$ cat src/rtl/utt_pkg.sv
// Types, constants and helper functions of the UTF text to UTF-16 word splitter.
package utt_pkg;

    localparam logic [1:0] ENC_UTF8    = 2'd0;
    localparam logic [1:0] ENC_UTF16LE = 2'd1;
    localparam logic [1:0] ENC_UTF16BE = 2'd2;

    localparam logic [31:0] BMP_MAX   = 32'h0000_FFFF;
    localparam logic [31:0] UNI_MAX   = 32'h0010_FFFF;
    localparam logic [31:0] SUPP_BASE = 32'h0001_0000;

    localparam logic [15:0] HI_SURR     = 16'hD800;
    localparam logic [15:0] LO_SURR     = 16'hDC00;
    localparam logic [15:0] REPLACEMENT = 16'hFFFD;
    localparam logic [15:0] BOM         = 16'hFEFF;
    localparam logic [15:0] LF          = 16'h000A;
    localparam logic [15:0] CR          = 16'h000D;

    typedef struct packed {
        logic [15:0] code_unit;
        logic        word_end;
        logic        last_of_run;
    } t_result;

    typedef struct packed {
        logic [1:0] count;
        t_result    r0;
        t_result    r1;
    } t_res_pair;

    function automatic logic [2:0] cont_count(input logic [7:0] b);
        logic [2:0] len;
        case (b) inside
            [8'h00:8'hBF]: len = 3'd0;
            [8'hC0:8'hDF]: len = 3'd1;
            [8'hE0:8'hEF]: len = 3'd2;
            [8'hF0:8'hF7]: len = 3'd3;
            [8'hF8:8'hFB]: len = 3'd4;
            default:       len = 3'd5;
        endcase
        return len;
    endfunction

    function automatic logic [31:0] lead_offset(input logic [2:0] seq);
        logic [31:0] ofs;
        case (seq)
            3'd0:    ofs = 32'h0000_0000;
            3'd1:    ofs = 32'h0000_3080;
            3'd2:    ofs = 32'h000E_2080;
            3'd3:    ofs = 32'h03C8_2080;
            3'd4:    ofs = 32'hFA08_2080;
            default: ofs = 32'h8208_2080;
        endcase
        return ofs;
    endfunction

endpackage

$ cat src/rtl/utt_decoder.sv
// Decoder state and the single-pass logic that turns one byte into up to two results.
module utt_decoder (
    input  logic                i_clk,
    input  logic                i_rst_n,
    input  logic                i_advance,
    input  logic [7:0]          i_data_byte,
    input  logic                i_stream_end,
    input  logic [1:0]          i_encoding,
    output utt_pkg::t_res_pair  o_res
);

    logic [31:0] r_acc,  n_acc;
    logic [2:0]  r_need, n_need;
    logic [2:0]  r_seq,  n_seq;
    logic        r_word_open, n_word_open;
    logic [7:0]  r_held, n_held;
    logic        r_phase, n_phase;

    logic [31:0] acc_shift;
    logic [31:0] v;
    logic [31:0] w;
    logic [2:0]  len;
    logic        done;
    logic        unit_go;
    logic [15:0] unit16;

    always_comb begin
        n_acc       = r_acc;
        n_need      = r_need;
        n_seq       = r_seq;
        n_word_open = r_word_open;
        n_held      = r_held;
        n_phase     = r_phase;
        o_res       = '0;
        unit_go     = 1'b0;
        unit16      = '0;
        done        = 1'b0;
        len         = utt_pkg::cont_count(i_data_byte);
        acc_shift   = {r_acc[25:0], 6'b0} + {24'b0, i_data_byte};
        v           = '0;
        w           = '0;

        if (i_stream_end) begin
            if (r_word_open) begin
                o_res.count = 2'd1;
                o_res.r0    = '{code_unit: 16'h0000, word_end: 1'b1, last_of_run: 1'b1};
            end
            n_acc       = '0;
            n_need      = '0;
            n_seq       = '0;
            n_word_open = 1'b0;
            n_held      = '0;
            n_phase     = 1'b0;
        end else if (i_encoding == utt_pkg::ENC_UTF16LE ||
                     i_encoding == utt_pkg::ENC_UTF16BE) begin
            if (!r_phase) begin
                n_held  = i_data_byte;
                n_phase = 1'b1;
            end else begin
                n_phase = 1'b0;
                unit_go = 1'b1;
                unit16  = (i_encoding == utt_pkg::ENC_UTF16BE) ? {r_held, i_data_byte}
                                                                : {i_data_byte, r_held};
            end
        end else begin
            if (r_need == 3'd0) begin
                n_acc  = {24'b0, i_data_byte};
                n_need = len;
                n_seq  = len;
                done   = (len == 3'd0);
            end else begin
                n_acc  = acc_shift;
                n_need = r_need - 3'd1;
                done   = (r_need == 3'd1);
            end
            v = n_acc - utt_pkg::lead_offset(n_seq);
            w = v - utt_pkg::SUPP_BASE;
            if (done) begin
                if (v <= utt_pkg::BMP_MAX) begin
                    if (v[15:0] != utt_pkg::BOM) begin
                        unit_go = 1'b1;
                        unit16  = v[15:0];
                    end
                end else if (v <= utt_pkg::UNI_MAX) begin
                    n_word_open = 1'b1;
                    o_res.count = 2'd2;
                    o_res.r0    = '{code_unit: utt_pkg::HI_SURR + {6'b0, w[19:10]},
                                    word_end: 1'b0, last_of_run: 1'b0};
                    o_res.r1    = '{code_unit: utt_pkg::LO_SURR + {6'b0, w[9:0]},
                                    word_end: 1'b0, last_of_run: 1'b1};
                end else begin
                    n_word_open = 1'b1;
                    o_res.count = 2'd1;
                    o_res.r0    = '{code_unit: utt_pkg::REPLACEMENT,
                                    word_end: 1'b0, last_of_run: 1'b1};
                end
            end
        end

        if (unit_go) begin
            if (unit16 == utt_pkg::LF || unit16 == utt_pkg::CR) begin
                if (r_word_open) begin
                    n_word_open = 1'b0;
                    o_res.count = 2'd1;
                    o_res.r0    = '{code_unit: 16'h0000, word_end: 1'b1, last_of_run: 1'b1};
                end
            end else begin
                n_word_open = 1'b1;
                o_res.count = 2'd1;
                o_res.r0    = '{code_unit: unit16, word_end: 1'b0, last_of_run: 1'b1};
            end
        end
    end

    always_ff @(posedge i_clk) begin
        if (!i_rst_n) begin
            r_acc       <= '0;
            r_need      <= '0;
            r_seq       <= '0;
            r_word_open <= 1'b0;
            r_held      <= '0;
            r_phase     <= 1'b0;
        end else if (i_advance) begin
            r_acc       <= n_acc;
            r_need      <= n_need;
            r_seq       <= n_seq;
            r_word_open <= n_word_open;
            r_held      <= n_held;
            r_phase     <= n_phase;
        end
    end

endmodule

$ cat src/rtl/utt_result_fifo.sv
// Four-entry result queue: takes up to two results per cycle while it has room, delivers one while the reader is ready.
module utt_result_fifo (
    input  logic                i_clk,
    input  logic                i_rst_n,
    input  logic                i_push,
    input  utt_pkg::t_res_pair  i_res,
    output logic                o_room,
    output logic                o_valid,
    input  logic                i_ready,
    output utt_pkg::t_result    o_result
);

    utt_pkg::t_result r_mem [4];
    logic [1:0] r_wr, n_wr;
    logic [1:0] r_rd, n_rd;
    logic [2:0] r_count, n_count;
    logic       pop;
    logic [2:0] push_n;

    assign pop      = o_valid && i_ready;
    assign o_valid  = (r_count != 3'd0);
    assign o_result = r_mem[r_rd];
    assign o_room   = (r_count <= 3'd2) || (r_count == 3'd3 && pop);
    assign push_n   = i_push ? {1'b0, i_res.count} : 3'd0;

    always_comb begin
        n_wr    = r_wr + push_n[1:0];
        n_rd    = r_rd + {1'b0, pop};
        n_count = r_count + push_n - {2'b0, pop};
    end

    always_ff @(posedge i_clk) begin
        if (push_n != 3'd0) begin
            r_mem[r_wr] <= i_res.r0;
        end
        if (push_n == 3'd2) begin
            r_mem[r_wr + 2'd1] <= i_res.r1;
        end
    end

    always_ff @(posedge i_clk) begin
        if (!i_rst_n) begin
            r_wr    <= '0;
            r_rd    <= '0;
            r_count <= '0;
        end else begin
            r_wr    <= n_wr;
            r_rd    <= n_rd;
            r_count <= n_count;
        end
    end

endmodule

$ cat src/rtl/utf_text_to_utf16_word_splitter.sv
// Top level of the UTF text to UTF-16 word splitter.
// Accepts one file byte per cycle into an input register while o_ready is high; the
// decoder then turns it into zero, one or two results (a surrogate pair) and pushes them
// into a four-entry result queue once it has room, from which the output side takes one
// result per cycle while i_ready is high. Bytes sustain one per cycle while each yields
// at most one result and the output is ready; the queue's single read port hands out a
// surrogate pair one result at a time. The encoding register is always ready; the user
// must write it only while the block is idle, as the block itself does not enforce this.
module utf_text_to_utf16_word_splitter (
    input  logic        i_clk,
    input  logic        i_rst_n,
    input  logic        i_cfg_valid,
    output logic        o_cfg_ready,
    input  logic [1:0]  i_cfg_data,
    input  logic        i_valid,
    output logic        o_ready,
    input  logic [7:0]  i_data_byte,
    input  logic        i_stream_end,
    output logic        o_valid,
    input  logic        i_ready,
    output logic [15:0] o_code_unit,
    output logic        o_word_end,
    output logic        o_last_of_run
);

    logic [1:0] r_encoding;
    logic       r_in_valid;
    logic [7:0] r_in_byte;
    logic       r_in_end;
    logic       room;
    logic       advance;

    utt_pkg::t_res_pair res;
    utt_pkg::t_result   head;

    assign o_cfg_ready = 1'b1;
    assign advance     = r_in_valid && room;
    assign o_ready     = !r_in_valid || advance;

    always_ff @(posedge i_clk) begin
        if (!i_rst_n) begin
            r_encoding <= utt_pkg::ENC_UTF8;
        end else if (i_cfg_valid) begin
            r_encoding <= i_cfg_data;
        end
    end

    always_ff @(posedge i_clk) begin
        if (!i_rst_n) begin
            r_in_valid <= 1'b0;
        end else if (o_ready) begin
            r_in_valid <= i_valid;
        end
    end

    always_ff @(posedge i_clk) begin
        if (i_valid && o_ready) begin
            r_in_byte <= i_data_byte;
            r_in_end  <= i_stream_end;
        end
    end

    utt_decoder u_decoder (
        .i_clk        (i_clk),
        .i_rst_n      (i_rst_n),
        .i_advance    (advance),
        .i_data_byte  (r_in_byte),
        .i_stream_end (r_in_end),
        .i_encoding   (r_encoding),
        .o_res        (res)
    );

    utt_result_fifo u_fifo (
        .i_clk    (i_clk),
        .i_rst_n  (i_rst_n),
        .i_push   (advance),
        .i_res    (res),
        .o_room   (room),
        .o_valid  (o_valid),
        .i_ready  (i_ready),
        .o_result (head)
    );

    assign o_code_unit   = head.code_unit;
    assign o_word_end    = head.word_end;
    assign o_last_of_run = head.last_of_run;

endmodule

$ cat config.mk
export PLATFORM = sky130hd
export DESIGN_NAME = utf_text_to_utf16_word_splitter
export DESIGN_NICKNAME = d
export VERILOG_FILES = /design/src/rtl/utt_pkg.sv /design/src/rtl/utt_decoder.sv /design/src/rtl/utt_result_fifo.sv /design/src/rtl/utf_text_to_utf16_word_splitter.sv
export SDC_FILE = /design/constraint.sdc
export NUM_CORES = 1
export LEC_CHECK = 0
export ABC_AREA = 1
export BUFFER_PORTS_ARGS = -buffer_cell sky130_fd_sc_hd__buf_4
export CAP_MARGIN = 25
export CORE_ASPECT_RATIO = 1.1
export CORE_MARGIN = 4
export CORE_UTILIZATION = 30
export CTS_BUF_LIST = sky130_fd_sc_hd__clkbuf_2 sky130_fd_sc_hd__clkbuf_4 sky130_fd_sc_hd__clkbuf_8
export DETAILED_ROUTE_END_ITERATION = 8
export PLACE_DENSITY_LB_ADDON = 0.08
export SYNTH_ARGS = -nofsm -noshare
export SYNTH_HDL_FRONTEND = slang
export SYNTH_SLANG_ARGS = --single-unit
$ cat constraint.sdc
create_clock -name i_clk -period 6.1 [get_ports i_clk]
set_input_delay 0.305 -clock i_clk [delete_from_list [all_inputs] [get_ports i_clk]]
set_output_delay 0.305 -clock i_clk [all_outputs]
set_load 0.01 [all_outputs]
==> impl_metrics.prom, run 1 <==
# TYPE chip_impl_metric gauge
chip_impl_metric{name="final_core_utilization",unit="%"} 35.7
chip_impl_metric{name="cell_internal_pwr",unit="W"} 0.00178
chip_impl_info{name="worst_setup_path_end_kind",value="flip-flop"} 1
chip_impl_metric{name="max_cap_violations",unit=""} 0
chip_impl_metric{name="cts_max_path_buffers",unit=""} 2
chip_impl_metric{name="synth_cell_types",unit=""} 50
chip_impl_metric{name="total_count_of_hold_check_failures_in_the_final_report",unit=""} 0
chip_impl_metric{name="core_area",unit="um^2"} 29600
chip_impl_metric{name="synth.yosys.seq_area_share",unit="%"} 37.5
chip_impl_metric{name="worst_slew_margin",unit="%"} 33.0
chip_impl_metric{name="edff_count_synth",unit=""} 73
chip_impl_info{name="hold_class",value="primary input to flip-flop"} 1
chip_impl_metric{name="synth.net_count",unit=""} 1339
chip_impl_metric{name="post-route-drc-count",unit=""} 0
chip_impl_metric{name="power_switching_share",unit="%"} 41.0
chip_impl_metric{name="synth.avg_cell_area",unit="um^2"} 7.00
chip_impl_metric{name="antenna_left",unit=""} 0
chip_impl_metric{name="cell_area_after_placement",unit="um^2"} 9890
chip_impl_metric{name="dieWidth",unit="um"} 174
chip_impl_info{name="clock-root-buffer",value="clkbuf_8"} 1
chip_impl_metric{name="grt_start_max_net_pins",unit=""} 46
chip_impl_info{name="synth_flop_cell",value="edfxtp_1"} 1
chip_impl_metric{name="place_congestion",unit=""} 0.892
chip_impl_metric{name="part_of_the_power_in_combinational_logic",unit="%"} 39.4
chip_impl_metric{name="first_iter_violations",unit=""} 543
chip_impl_metric{name="power.share.sequential",unit="%"} 33.2
chip_impl_info{name="critical_path_class",value="flip-flop to flip-flop"} 1
chip_impl_metric{name="numCtsBuffers",unit=""} 17
chip_impl_metric{name="dieHeight",unit="um"} 190
chip_impl_metric{name="vias",unit=""} 8711
chip_impl_metric{name="h-tree-depth",unit=""} 4
chip_impl_metric{name="power_leakage",unit="nW"} 4.52
chip_impl_metric{name="critical-path-max-stage-delay",unit="ps"} 450
chip_impl_metric{name="grt_usage",unit="%"} 18.7
chip_impl_metric{name="vias_per_cell",unit=""} 4.99
chip_impl_metric{name="starting_utilization_of_the_core_area",unit="%"} 30.6
chip_impl_metric{name="setup_ws",unit="ps"} 398
chip_impl_metric{name="overflow",unit=""} 0
chip_impl_metric{name="timing_worst_slew_pin_value",unit="ps"} 1000
chip_impl_metric{name="endpoint_arrival_time_on_the_critical_path",unit="ps"} 6010
chip_impl_metric{name="fraction_of_registers_with_async_set_or_reset_after_synthesis",unit="%"} 0
chip_impl_info{name="cts_tree",value="done"} 1
chip_impl_metric{name="floorplan.die_area",unit="um^2"} 33000
chip_impl_info{name="timing.critical_path.from_type",value="flip-flop"} 1
chip_impl_metric{name="period_minus_slack",unit="ps"} 5700
chip_impl_metric{name="worst_clock_skew",unit="ps"} 14.8
chip_impl_metric{name="syn_inst",unit=""} 1294
chip_impl_metric{name="hpwlAfterDp",unit="mm"} 23.4
chip_impl_metric{name="final_layout_size_suffix_gt1_share",unit="%"} 13.0
chip_impl_metric{name="antenna_cells",unit=""} 0
chip_impl_metric{name="worstSkewPairLatency",unit="ps"} 460
chip_impl_info{name="critical_path.top_delay_family",value="simple AND/OR/NAND/NOR gates"} 1
chip_impl_metric{name="design_area",unit="um^2"} 10600
chip_impl_info{name="timing.critical_path.mode_cell",value="nand2_1"} 1
chip_impl_metric{name="grt_antenna_before_repair",unit=""} 0
chip_impl_metric{name="irDropWorstVdd",unit="V"} 0.0000988
chip_impl_metric{name="number_of_endpoints_failing_setup_at_the_final_stage",unit=""} 0
chip_impl_metric{name="crit_fanout",unit=""} 7
chip_impl_metric{name="wl_final",unit="mm"} 31.0
chip_impl_metric{name="clk_pin_slew",unit="ps"} 100
chip_impl_metric{name="first_pass_grt_wire_length",unit="mm"} 48.6
chip_impl_metric{name="slew_limit_fails",unit=""} 0
chip_impl_metric{name="mappedNetlistArea",unit="um^2"} 9060
chip_impl_metric{name="timing.critical_path.buf_inv",unit=""} 4
chip_impl_metric{name="routed_wire_length_per_instance",unit="um"} 17.7
chip_impl_metric{name="number_of_synthesized_register_bits",unit=""} 133
chip_impl_metric{name="hold_ws",unit="ps"} 87.6
chip_impl_metric{name="powerDensity",unit="nW/um^2"} 285
chip_impl_metric{name="cts.sinks",unit=""} 133
chip_impl_info{name="outcome",value="finished clean"} 1
chip_impl_info{name="slowest_stage",value="edfxtp_1"} 1
chip_impl_metric{name="net_total_in_the_final_layout",unit=""} 1405
chip_impl_metric{name="io_buffer_count",unit=""} 35
chip_impl_metric{name="power_frac_clock",unit="%"} 27.4
chip_impl_metric{name="syn_to_final_growth",unit="%"} 16.7
chip_impl_metric{name="io-pin-count",unit=""} 37
chip_impl_metric{name="yosysWarningCount",unit=""} 0
chip_impl_metric{name="drt_first_pass_iters",unit=""} 6
chip_impl_metric{name="required",unit="ps"} 6410
chip_impl_metric{name="via_count_of_the_first_global_routing_pass",unit=""} 8508
chip_impl_metric{name="switching_power_summed_over_all_nets",unit="W"} 0.00123
chip_impl_metric{name="rows",unit=""} 66
chip_impl_metric{name="timing.fmax",unit="MHz"} 175
chip_impl_metric{name="pre_cts_ws",unit="ps"} 84.9
chip_impl_metric{name="timing.final.crit_share",unit="%"} 93.5
==> through the flow <==
step / setup TNS, ps / instances / power (W)
3_3_place_gp: 0 / 1691 / 0.00219
3_5_place_dp: 0 / 1693 / 0.00220
5_1_grt: -4.35 / 1747 / 0.00323
6_report: 0 / 1747 / 0.00301
4_1_cts: 0 / 1733 / 0.00303
2_1_floorplan: 0 / 1294 / 0.00173
==> worst register-to-register path: cells and delay by family (launching register included) <==
| kind | cells | cell delay [ps] |
|---|---|---|
| simple gates | 23 | 2480 |
| fa+ha+maj | 5 | 1280 |
| compound gates | 4 | 850 |
| flops | 1 | 450 |
| buf+inv | 4 | 330 |
| xor+xnor | 1 | 170 |
==> layout make-up <==
class / instances / area (um^2)
clock buffer: 17 / 234
multi-input combinational: 966 / 4940
timing repair buffer: 90 / 768
sequential: 133 / 3390
tap: 374 / 468
inverter: 152 / 574
clock inverter: 15 / 186
fill: 3210 / 19100
==> worst paths after layout <==
check / startpoint / slack [ps] / to / cells past startpoint
hold / removal: i_cfg_data[1] / 90 / r_encoding[1] / 3
hold reg to reg: u_fifo.r_mem[1][15] / 470 / u_fifo.r_mem[1][15] / 2
setup reg to reg: r_in_byte[6] / 400 / u_fifo.r_count[2] / 37
setup / recovery: r_in_byte[6] / 400 / u_fifo.r_count[2] / 37
==> synthesized netlist by cell type (all sizes together) (4+ instances only) <==
master  count  area, um^2
a21oi      85         433
a22oi       4        30.0
a31oi       6        37.5
buf        10        98.8
clkbuf     33         124
clkinv      5        18.8
dfxtp      60        1200
edfxtp     73        2190
ha         27         338
inv       147         552
nand2     323        1290
nand3     119         648
nand3b      4        33.8
nand4      17         121
nor2      165         659
nor3       12        60.1
nor4        4        40.0
o211ai      4        30.0
o21ai     137         686
o21bai      7        56.3
o22ai      21         131
xnor2       4        35.0
xor2       12         105
==> state kept, by name (all words and copies together) (netlist names) <==
name,flops
u_decoder.r_acc,26
u_fifo.r_rd,2
u_decoder.r_word_open,1
r_in_byte,8
u_fifo.r_mem,72
r_in_end,1
u_decoder.r_need,3
r_in_valid,1
u_decoder.r_held,8
u_decoder.r_seq,3
r_encoding,2
u_fifo.r_wr,2
u_fifo.r_count,3
u_decoder.r_phase,1
==> repair_timing <==
item / 4_1_cts / 5_1_grt
setup buffers: 0 / 13
hold buffers: 8 / 1
setup endpoints to repair: 0 / 140
gates resized for setup: 0 / 20
endpoints found under the hold margin: 8 / 1
==> layer usage <==
layer,track usage [%],vias up,share of wire [%]
met5,0,-,0
met4,5.30,0,1.9
met3,2.66,32,3.2
met2,33.5,167,50
met1,23.6,4056,45
li1,-,4456,-
==> layout by cell type (no fill, tap or decap), drive strengths merged, types with 4 or more instances in the layout <==
cell	n
nand4	17
nand2	323
nor3	12
xnor2	4
nor4	4
ha	27
buf	81
nand3b	4
clkinv	6
o22ai	21
a21oi	85
nor2	165
edfxtp	73
o21ai	137
clkbuf	17
nand3	119
a22oi	4
dlygate4sd3	9
o21bai	7
a31oi	6
xor2	12
dfxtp	60
o211ai	4
inv	157
==> cells by family after synthesis <==
family | after synthesis | share of synthesized area [%]
other cells | 1 | 0.0414
flops | 133 | 37.5
buf+inv | 195 | 8.76
simple gates | 647 | 31.7
fa+ha+maj | 29 | 4.17
xor+xnor | 16 | 1.55
compound gates | 273 | 16.3
==> power by group through the flow <==
stage / logic [W] / registers (W) / clock network [W]
final: 0.00119 / 0.00100 / 0.000825
after global routing: 0.00134 / 0.00101 / 0.000886
after CTS: 0.00119 / 0.00100 / 0.000847
after detailed placement: 0.00118 / 0.00102 / 0
after global placement: 0.00117 / 0.00102 / 0
after floorplan: 0.000714 / 0.00102 / 0
Power figures use the tool's default switching activity.
==> run 2: changes to the inputs <==
==> constraint.sdc (replaced) <==
create_clock -name i_clk -period 6.98 [get_ports i_clk]
set_input_delay 0.349 -clock i_clk [delete_from_list [all_inputs] [get_ports i_clk]]
set_output_delay 0.349 -clock i_clk [all_outputs]
set_load 0.01 [all_outputs]
==> run 2 against run 1 <==
  * Total power is 14% lower
  * Utilization is 1.3 points lower
  * First-iteration DRC count shrank 11%
  * Critical path depth decreased by 1
  * Cell area shrank 3.6%
  * Clock power down 15%
  * Global-route usage barely moved
==> impl_metrics.prom, run 2 (synthesized netlist as in run 1, its figures left out) <==
# TYPE chip_impl_metric gauge
chip_impl_info{name="outcome",value="finished clean"} 1
chip_impl_metric{name="grt_start_max_net_pins",unit=""} 46
chip_impl_info{name="timing.critical_path.from_type",value="flip-flop"} 1
chip_impl_metric{name="antenna_cells",unit=""} 0
chip_impl_metric{name="met3_usage",unit="%"} 2.26
chip_impl_metric{name="multi_input_comb_area",unit="um^2"} 4880
chip_impl_metric{name="net_total_in_the_final_layout",unit=""} 1372
chip_impl_metric{name="power_switching_share",unit="%"} 41.7
chip_impl_metric{name="period_minus_slack",unit="ps"} 6320
chip_impl_metric{name="antenna_left",unit=""} 0
chip_impl_metric{name="power_frac_clock",unit="%"} 27.2
chip_impl_metric{name="first_pass_grt_wire_length",unit="mm"} 48.5
chip_impl_metric{name="clk_pin_slew",unit="ps"} 100
chip_impl_metric{name="switching_power_summed_over_all_nets",unit="W"} 0.00107
chip_impl_metric{name="via_count_of_the_first_global_routing_pass",unit=""} 8612
chip_impl_metric{name="postCtsHoldBufs",unit=""} 0
chip_impl_metric{name="slew_limit_fails",unit=""} 0
chip_impl_metric{name="fin_total_pwr",unit="W"} 0.00258
chip_impl_metric{name="number_of_endpoints_failing_setup_at_the_final_stage",unit=""} 0
chip_impl_metric{name="floorplan.die_area",unit="um^2"} 33000
chip_impl_info{name="critical_path_class",value="flip-flop to flip-flop"} 1
chip_impl_metric{name="vias_per_cell",unit=""} 5.03
chip_impl_metric{name="number_of_fillers_in_the_final_layout",unit=""} 3285
chip_impl_metric{name="pre_cts_ws",unit="ps"} 581
chip_impl_metric{name="required",unit="ps"} 7150
chip_impl_metric{name="timing.final.crit_share",unit="%"} 90.6
chip_impl_metric{name="drt_first_pass_iters",unit=""} 5
chip_impl_metric{name="final_layout_size_suffix_gt1_share",unit="%"} 10.4
chip_impl_metric{name="cts_max_path_buffers",unit=""} 2
chip_impl_metric{name="h-tree-depth",unit=""} 4
chip_impl_metric{name="timing_worst_slew_pin_value",unit="ps"} 996
chip_impl_info{name="mostFrequentLayoutCell",value="nand2_1"} 1
chip_impl_metric{name="starting_utilization_of_the_core_area",unit="%"} 30.6
chip_impl_metric{name="postCtsSetupRepairBufs",unit=""} 0
chip_impl_metric{name="critical-path-max-stage-delay",unit="ps"} 550
chip_impl_metric{name="dieHeight",unit="um"} 190
chip_impl_info{name="rr_endpoint",value="u_fifo.r_mem[1][2]"} 1
chip_impl_metric{name="cts_resized",unit=""} 0
chip_impl_metric{name="power_leakage",unit="nW"} 4.36
chip_impl_metric{name="cell_area_after_placement",unit="um^2"} 9770
chip_impl_metric{name="worst_clock_skew",unit="ps"} 21.9
chip_impl_metric{name="cts.sinks",unit=""} 133
chip_impl_info{name="hold_class",value="primary input to flip-flop"} 1
chip_impl_metric{name="core_area",unit="um^2"} 29600
chip_impl_info{name="top_reg_by_flops",value="u_fifo.r_mem"} 1
chip_impl_info{name="min_from",value="i_data_byte[5]"} 1
chip_impl_info{name="reg.largest.list",value="u_fifo.r_mem x72, u_decoder.r_acc x26"} 1
chip_impl_metric{name="crit_fanout",unit=""} 36
chip_impl_metric{name="worst_r2r_path_depth",unit=""} 36
chip_impl_metric{name="max_cap_violations",unit=""} 0
chip_impl_metric{name="grt_usage",unit="%"} 18.7
chip_impl_metric{name="design_area",unit="um^2"} 10200
chip_impl_metric{name="io-pin-count",unit=""} 37
chip_impl_info{name="rsz_0062_raised_after_global_routing",value="false"} 1
chip_impl_metric{name="endpoint_arrival_time_on_the_critical_path",unit="ps"} 6490
chip_impl_metric{name="layout.area.seq",unit="um^2"} 3390
chip_impl_metric{name="dieWidth",unit="um"} 174
chip_impl_metric{name="groute.layer.met1.usage",unit="%"} 23.5
chip_impl_metric{name="worstSkewPairLatency",unit="ps"} 470
chip_impl_metric{name="overflow",unit=""} 0
chip_impl_metric{name="largest_reg_flops",unit=""} 72
chip_impl_info{name="timing.critical_path.mode_cell",value="nand2_1"} 1
chip_impl_info{name="clock-root-buffer",value="clkbuf_8"} 1
chip_impl_metric{name="numCtsBuffers",unit=""} 17
chip_impl_metric{name="grt_antenna_before_repair",unit=""} 0
chip_impl_metric{name="worst_slew_margin",unit="%"} 33.3
chip_impl_metric{name="hold_path_depth",unit=""} 1
chip_impl_metric{name="tns",unit="ps"} 0
chip_impl_metric{name="place_congestion",unit=""} 0.901
chip_impl_info{name="slowest_stage",value="edfxtp_1"} 1
chip_impl_metric{name="use_met2",unit="%"} 33.9
chip_impl_metric{name="routed_wire_length_per_instance",unit="um"} 17.9
chip_impl_metric{name="finish.cell_count_without_fillers",unit=""} 1714
chip_impl_info{name="worst_setup_path_end_kind",value="flip-flop"} 1
chip_impl_metric{name="setup_ws",unit="ps"} 656
chip_impl_metric{name="io_buffer_count",unit=""} 35
chip_impl_info{name="launch_instance_of_the_worst_register_to_register_path",value="r_in_byte[5]"} 1
chip_impl_info{name="whs_endpoint",value="r_in_byte[5]"} 1
chip_impl_metric{name="power.share.sequential",unit="%"} 34.1
chip_impl_metric{name="place.detailed.instances",unit=""} 1682
chip_impl_metric{name="rows",unit=""} 66
chip_impl_metric{name="part_of_the_power_in_combinational_logic",unit="%"} 38.8
chip_impl_metric{name="post-route-drc-count",unit=""} 0
chip_impl_info{name="gr-max-usage-layer",value="met2"} 1
chip_impl_metric{name="vias",unit=""} 8614
chip_impl_metric{name="syn_to_final_growth",unit="%"} 12.4
chip_impl_metric{name="irDropWorstVdd",unit="V"} 0.0000988
chip_impl_metric{name="powerDensity",unit="nW/um^2"} 253
chip_impl_metric{name="timing.reg2reg.setup_slack",unit="ps"} 660
chip_impl_metric{name="wl_final",unit="mm"} 30.6
chip_impl_metric{name="total_count_of_hold_check_failures_in_the_final_report",unit=""} 0
chip_impl_metric{name="hpwlAfterDp",unit="mm"} 23.4
chip_impl_metric{name="cell_internal_pwr",unit="W"} 0.00150
chip_impl_metric{name="first_iter_violations",unit=""} 482
chip_impl_metric{name="timing.fmax",unit="MHz"} 158
chip_impl_info{name="mostFrequentLayoutCells",value="nand2_1 (309), nor2_1 (152), inv_1 (142), nand3_1 (110), o21ai_0 (105)"} 1
chip_impl_info{name="cts_tree",value="done"} 1
==> run 2: critical path: cells and delay by family (launching register included) <==
kind	cells	cell delay (ps)
adder cells (fa/ha/maj)	2	560
AO/OA/AOI/OAI	3	830
XOR/XNOR	1	310
flip-flops	1	550
buffers and inverters	6	730
AND/OR/NAND/NOR	24	3020
==> run 2: through the flow <==
step / utilization (%) / hold WS, ps
3_5_place_dp: 33.0 / 456
2_1_floorplan: - / 435
4_1_cts: 34.3 / 21.0
3_3_place_gp: 32.8 / 452
6_report: 34.4 / 51.1
5_1_grt: 34.4 / 15.5
==> run 2: power groups by stage <==
| stage | registers [W] | logic [W] | clock network [W] |
|---|---|---|---|
| after floorplan | 0.000889 | 0.000624 | 0 |
| after global placement | 0.000896 | 0.000991 | 0 |
| after detailed placement | 0.000896 | 0.00101 | 0 |
| after CTS | 0.000878 | 0.00101 | 0.000722 |
| after global routing | 0.000882 | 0.00113 | 0.000757 |
| final | 0.000878 | 0.000999 | 0.000700 |
==> run 2: how the worst max path moves through the flow <==
stage	to	start	slack, ps
after floorplan	u_fifo.r_count[2]	u_decoder.r_need[0]	1660
after global placement	u_fifo.r_mem[3][13]	r_in_byte[5]	630
after detailed placement	u_fifo.r_mem[1][13]	r_in_byte[5]	580
after CTS	u_fifo.r_mem[1][2]	r_in_byte[5]	520
after global routing	u_fifo.r_mem[2][3]	r_in_byte[5]	120
final	u_fifo.r_mem[1][2]	r_in_byte[5]	660
==> run 2: layer usage <==
layer  routed length, um  share of wire (%)
met1               13600                 44
met2               15400                 50
met3                1040                3.4
met4                 600                2.0
met5                   0                  0
==> run 2: area by class of cell <==
class | count | share of cell area, %
Inverter | 152 | 5.60
Tap cell | 374 | 4.59
Clock inverter | 15 | 1.70
Clock buffer | 17 | 2.30
Timing Repair Buffer | 57 | 4.59
Multi-Input combinational cell | 966 | 47.9
Sequential cell | 133 | 33.3
==> run 3: changes to the inputs <==
--- a/config.mk
+++ b/config.mk
@@ -13,6 +13,7 @@
 export CORE_UTILIZATION = 30
 export CTS_BUF_LIST = sky130_fd_sc_hd__clkbuf_2 sky130_fd_sc_hd__clkbuf_4 sky130_fd_sc_hd__clkbuf_8
 export DETAILED_ROUTE_END_ITERATION = 8
+export GPL_TIMING_DRIVEN = 0
 export PLACE_DENSITY_LB_ADDON = 0.08
 export SYNTH_ARGS = -nofsm -noshare
 export SYNTH_HDL_FRONTEND = slang
==> run 3 against run 2 <==
  * Combinational power decreased by 5.0%
  * Worst hold slack improved by 8.2 ps
  * Maximum frequency decreased by 1.8%
==> impl_metrics.prom, run 3 (synthesized netlist as in run 1, its figures left out) <==
# TYPE chip_impl_metric gauge
chip_impl_metric{name="grt_usage",unit="%"} 19.1
chip_impl_metric{name="io_buffer_count",unit=""} 34
chip_impl_metric{name="max_cap_violations",unit=""} 0
chip_impl_metric{name="worst_slew_margin",unit="%"} 48.4
chip_impl_metric{name="timing.critical_path.buf_inv",unit=""} 8
chip_impl_metric{name="timing.reg2reg.setup_slack",unit="ps"} 540
chip_impl_metric{name="starting_utilization_of_the_core_area",unit="%"} 30.6
chip_impl_info{name="critical_path.top_delay_family",value="simple AND/OR/NAND/NOR gates"} 1
chip_impl_info{name="critical_path_class",value="flip-flop to flip-flop"} 1
chip_impl_metric{name="number_of_fillers_in_the_final_layout",unit=""} 3248
chip_impl_info{name="clock-root-buffer",value="clkbuf_8"} 1
chip_impl_metric{name="postCtsHoldBufs",unit=""} 0
chip_impl_metric{name="timing.final.crit_share",unit="%"} 92.3
chip_impl_metric{name="rows",unit=""} 66
chip_impl_metric{name="layout.area.seq",unit="um^2"} 3390
chip_impl_metric{name="cp_num_cells",unit=""} 30
chip_impl_metric{name="routed_wire_length_per_instance",unit="um"} 17.8
chip_impl_metric{name="io-pin-count",unit=""} 37
chip_impl_metric{name="vias",unit=""} 8728
chip_impl_metric{name="core_area",unit="um^2"} 29600
chip_impl_metric{name="power_frac_clock",unit="%"} 28.8
chip_impl_metric{name="dieHeight",unit="um"} 190
chip_impl_metric{name="fin_total_pwr",unit="W"} 0.00257
chip_impl_metric{name="syn_to_final_growth",unit="%"} 13.5
chip_impl_metric{name="first_pass_grt_wire_length",unit="mm"} 49.7
chip_impl_info{name="cts_tree",value="done"} 1
chip_impl_metric{name="multi_input_comb_area",unit="um^2"} 4900
chip_impl_metric{name="irDropWorstVdd",unit="V"} 0.000121
chip_impl_metric{name="required",unit="ps"} 7110
chip_impl_metric{name="numCtsBuffers",unit=""} 17
chip_impl_metric{name="first_iter_violations",unit=""} 555
chip_impl_metric{name="timing.fmax",unit="MHz"} 155
chip_impl_metric{name="largest_reg_flops",unit=""} 72
chip_impl_metric{name="overflow",unit=""} 0
chip_impl_metric{name="power_leakage",unit="nW"} 4.29
chip_impl_info{name="rsz_0062_raised_after_global_routing",value="true"} 1
chip_impl_info{name="rr_endpoint",value="u_fifo.r_mem[2][2]"} 1
chip_impl_metric{name="drt_first_pass_iters",unit=""} 5
chip_impl_metric{name="cts.sinks",unit=""} 133
chip_impl_metric{name="cts_max_path_buffers",unit=""} 2
chip_impl_metric{name="clk_pin_slew",unit="ps"} 100
chip_impl_metric{name="critical-path-max-stage-delay",unit="ps"} 540
chip_impl_metric{name="hold_path_depth",unit=""} 1
chip_impl_metric{name="worst_clock_skew",unit="ps"} 20.8
chip_impl_info{name="reg.largest.list",value="u_fifo.r_mem x72, u_decoder.r_acc x26"} 1
chip_impl_info{name="whs_endpoint",value="r_in_byte[3]"} 1
chip_impl_info{name="hold_class",value="primary input to flip-flop"} 1
chip_impl_metric{name="post-route-drc-count",unit=""} 0
chip_impl_metric{name="part_of_the_power_in_combinational_logic",unit="%"} 36.9
chip_impl_info{name="slowest_stage",value="clkbuf_1"} 1
chip_impl_metric{name="slew_limit_fails",unit=""} 0
chip_impl_info{name="launch_instance_of_the_worst_register_to_register_path",value="u_decoder.r_need[0]"} 1
chip_impl_metric{name="net_total_in_the_final_layout",unit=""} 1396
chip_impl_metric{name="period_minus_slack",unit="ps"} 6440
chip_impl_info{name="timing.critical_path.mode_cell",value="nand2_1"} 1
chip_impl_metric{name="antenna_left",unit=""} 0
chip_impl_info{name="mostFrequentLayoutCell",value="nand2_1"} 1
chip_impl_metric{name="power_switching_share",unit="%"} 41.4
chip_impl_metric{name="place_congestion",unit=""} 0.902
chip_impl_metric{name="timing_worst_slew_pin_value",unit="ps"} 765
chip_impl_metric{name="endpoint_arrival_time_on_the_critical_path",unit="ps"} 6570
chip_impl_info{name="outcome",value="finished clean"} 1
chip_impl_info{name="worst_setup_path_end_kind",value="flip-flop"} 1
chip_impl_metric{name="dieWidth",unit="um"} 174
chip_impl_metric{name="powerDensity",unit="nW/um^2"} 250
chip_impl_metric{name="number_of_endpoints_failing_setup_at_the_final_stage",unit=""} 0
chip_impl_metric{name="crit_fanout",unit=""} 16
chip_impl_metric{name="grt_start_max_net_pins",unit=""} 17
chip_impl_metric{name="floorplan.die_area",unit="um^2"} 33000
chip_impl_info{name="min_from",value="i_data_byte[3]"} 1
chip_impl_metric{name="cell_internal_pwr",unit="W"} 0.00151
chip_impl_metric{name="hpwlAfterDp",unit="mm"} 24.2
chip_impl_info{name="timing.critical_path.from_type",value="flip-flop"} 1
chip_impl_metric{name="vias_per_cell",unit=""} 5.02
chip_impl_metric{name="via_count_of_the_first_global_routing_pass",unit=""} 8738
chip_impl_metric{name="grt_antenna_before_repair",unit=""} 0
chip_impl_metric{name="worst_r2r_path_depth",unit=""} 30
chip_impl_metric{name="final_core_utilization",unit="%"} 34.7
chip_impl_metric{name="antenna_cells",unit=""} 0
chip_impl_metric{name="switching_power_summed_over_all_nets",unit="W"} 0.00106
chip_impl_info{name="top_reg_by_flops",value="u_fifo.r_mem"} 1
chip_impl_metric{name="power.share.sequential",unit="%"} 34.3
chip_impl_metric{name="worstSkewPairLatency",unit="ps"} 460
chip_impl_metric{name="total_count_of_hold_check_failures_in_the_final_report",unit=""} 0
chip_impl_metric{name="wl_final",unit="mm"} 31.0
chip_impl_info{name="mostFrequentLayoutCells",value="nand2_1 (305), nor2_1 (153), inv_1 (142), nand3_1 (110), o21ai_0 (105)"} 1
chip_impl_metric{name="h-tree-depth",unit=""} 4
chip_impl_metric{name="final_layout_size_suffix_gt1_share",unit="%"} 9.90
-- run 3: what timing repair did --
action,in CTS,in global routing
setup buffers,0,2
endpoints found under the hold margin,0,0
gates resized for setup,8,3
pin swaps,0,1
setup endpoints to repair,65,34
-- run 3: per-layer routing --
metal  global-route usage, %  vias to the layer above  part of all wire, %  wire length (um)
met5                       0                        -                    0                 0
met4                    6.03                        0                  2.1               666
met3                    1.90                       42                  2.5               776
met2                    34.6                      172                   51             15800
met1                    24.1                     4071                   45             13800
li1                        -                     4443                    -                 -
-- run 3: how the worst max path moves through the flow --
stage	start	to
final	u_decoder.r_need[0]	u_fifo.r_mem[2][2]
after detailed placement	u_decoder.r_need[0]	u_fifo.r_mem[3][10]
after floorplan	u_decoder.r_need[0]	u_fifo.r_count[2]
after global placement	u_decoder.r_need[0]	u_fifo.r_mem[3][11]
after global routing	u_decoder.r_need[0]	u_fifo.r_count[2]
after CTS	u_decoder.r_need[0]	u_fifo.r_count[2]
-- run 3: power by group through the flow --
stage               clock network [W]  logic (W)  registers [W]
detailed placement                  0   0.000958       0.000899
global route                 0.000791    0.00108       0.000885
finish                       0.000741   0.000949       0.000880
floorplan                           0   0.000624       0.000889
global placement                    0   0.000957       0.000899
CTS                          0.000758   0.000961       0.000881
-- run 3: through the flow --
| stage | cell area (um^2) | std cells | setup slack [ps] | hold slack [ps] | setup TNS [ps] |
|---|---|---|---|---|---|
| global placement | 9780 | 1702 | -511 | 449 | -19540 |
| floorplan | 9060 | 1294 | 1660 | 435 | 0 |
| global route | 10300 | 1738 | -21.8 | 34.6 | -21.8 |
| finish | 10300 | 1738 | 538 | 59.3 | 0 |
| detailed placement | 9790 | 1703 | -371 | 452 | -15050 |
| CTS | 10200 | 1735 | 215 | 29.9 | 0 |
-- run 3: area by class of cell --
cell class / instances / share of cell area, %
buffer: 43 / 2.20
clock buffer: 17 / 2.28
clock inverter: 15 / 1.95
inverter: 152 / 5.55
multi-input combinational: 966 / 47.6
sequential: 133 / 33.0
tap: 374 / 4.55
timing repair buffer: 38 / 2.81
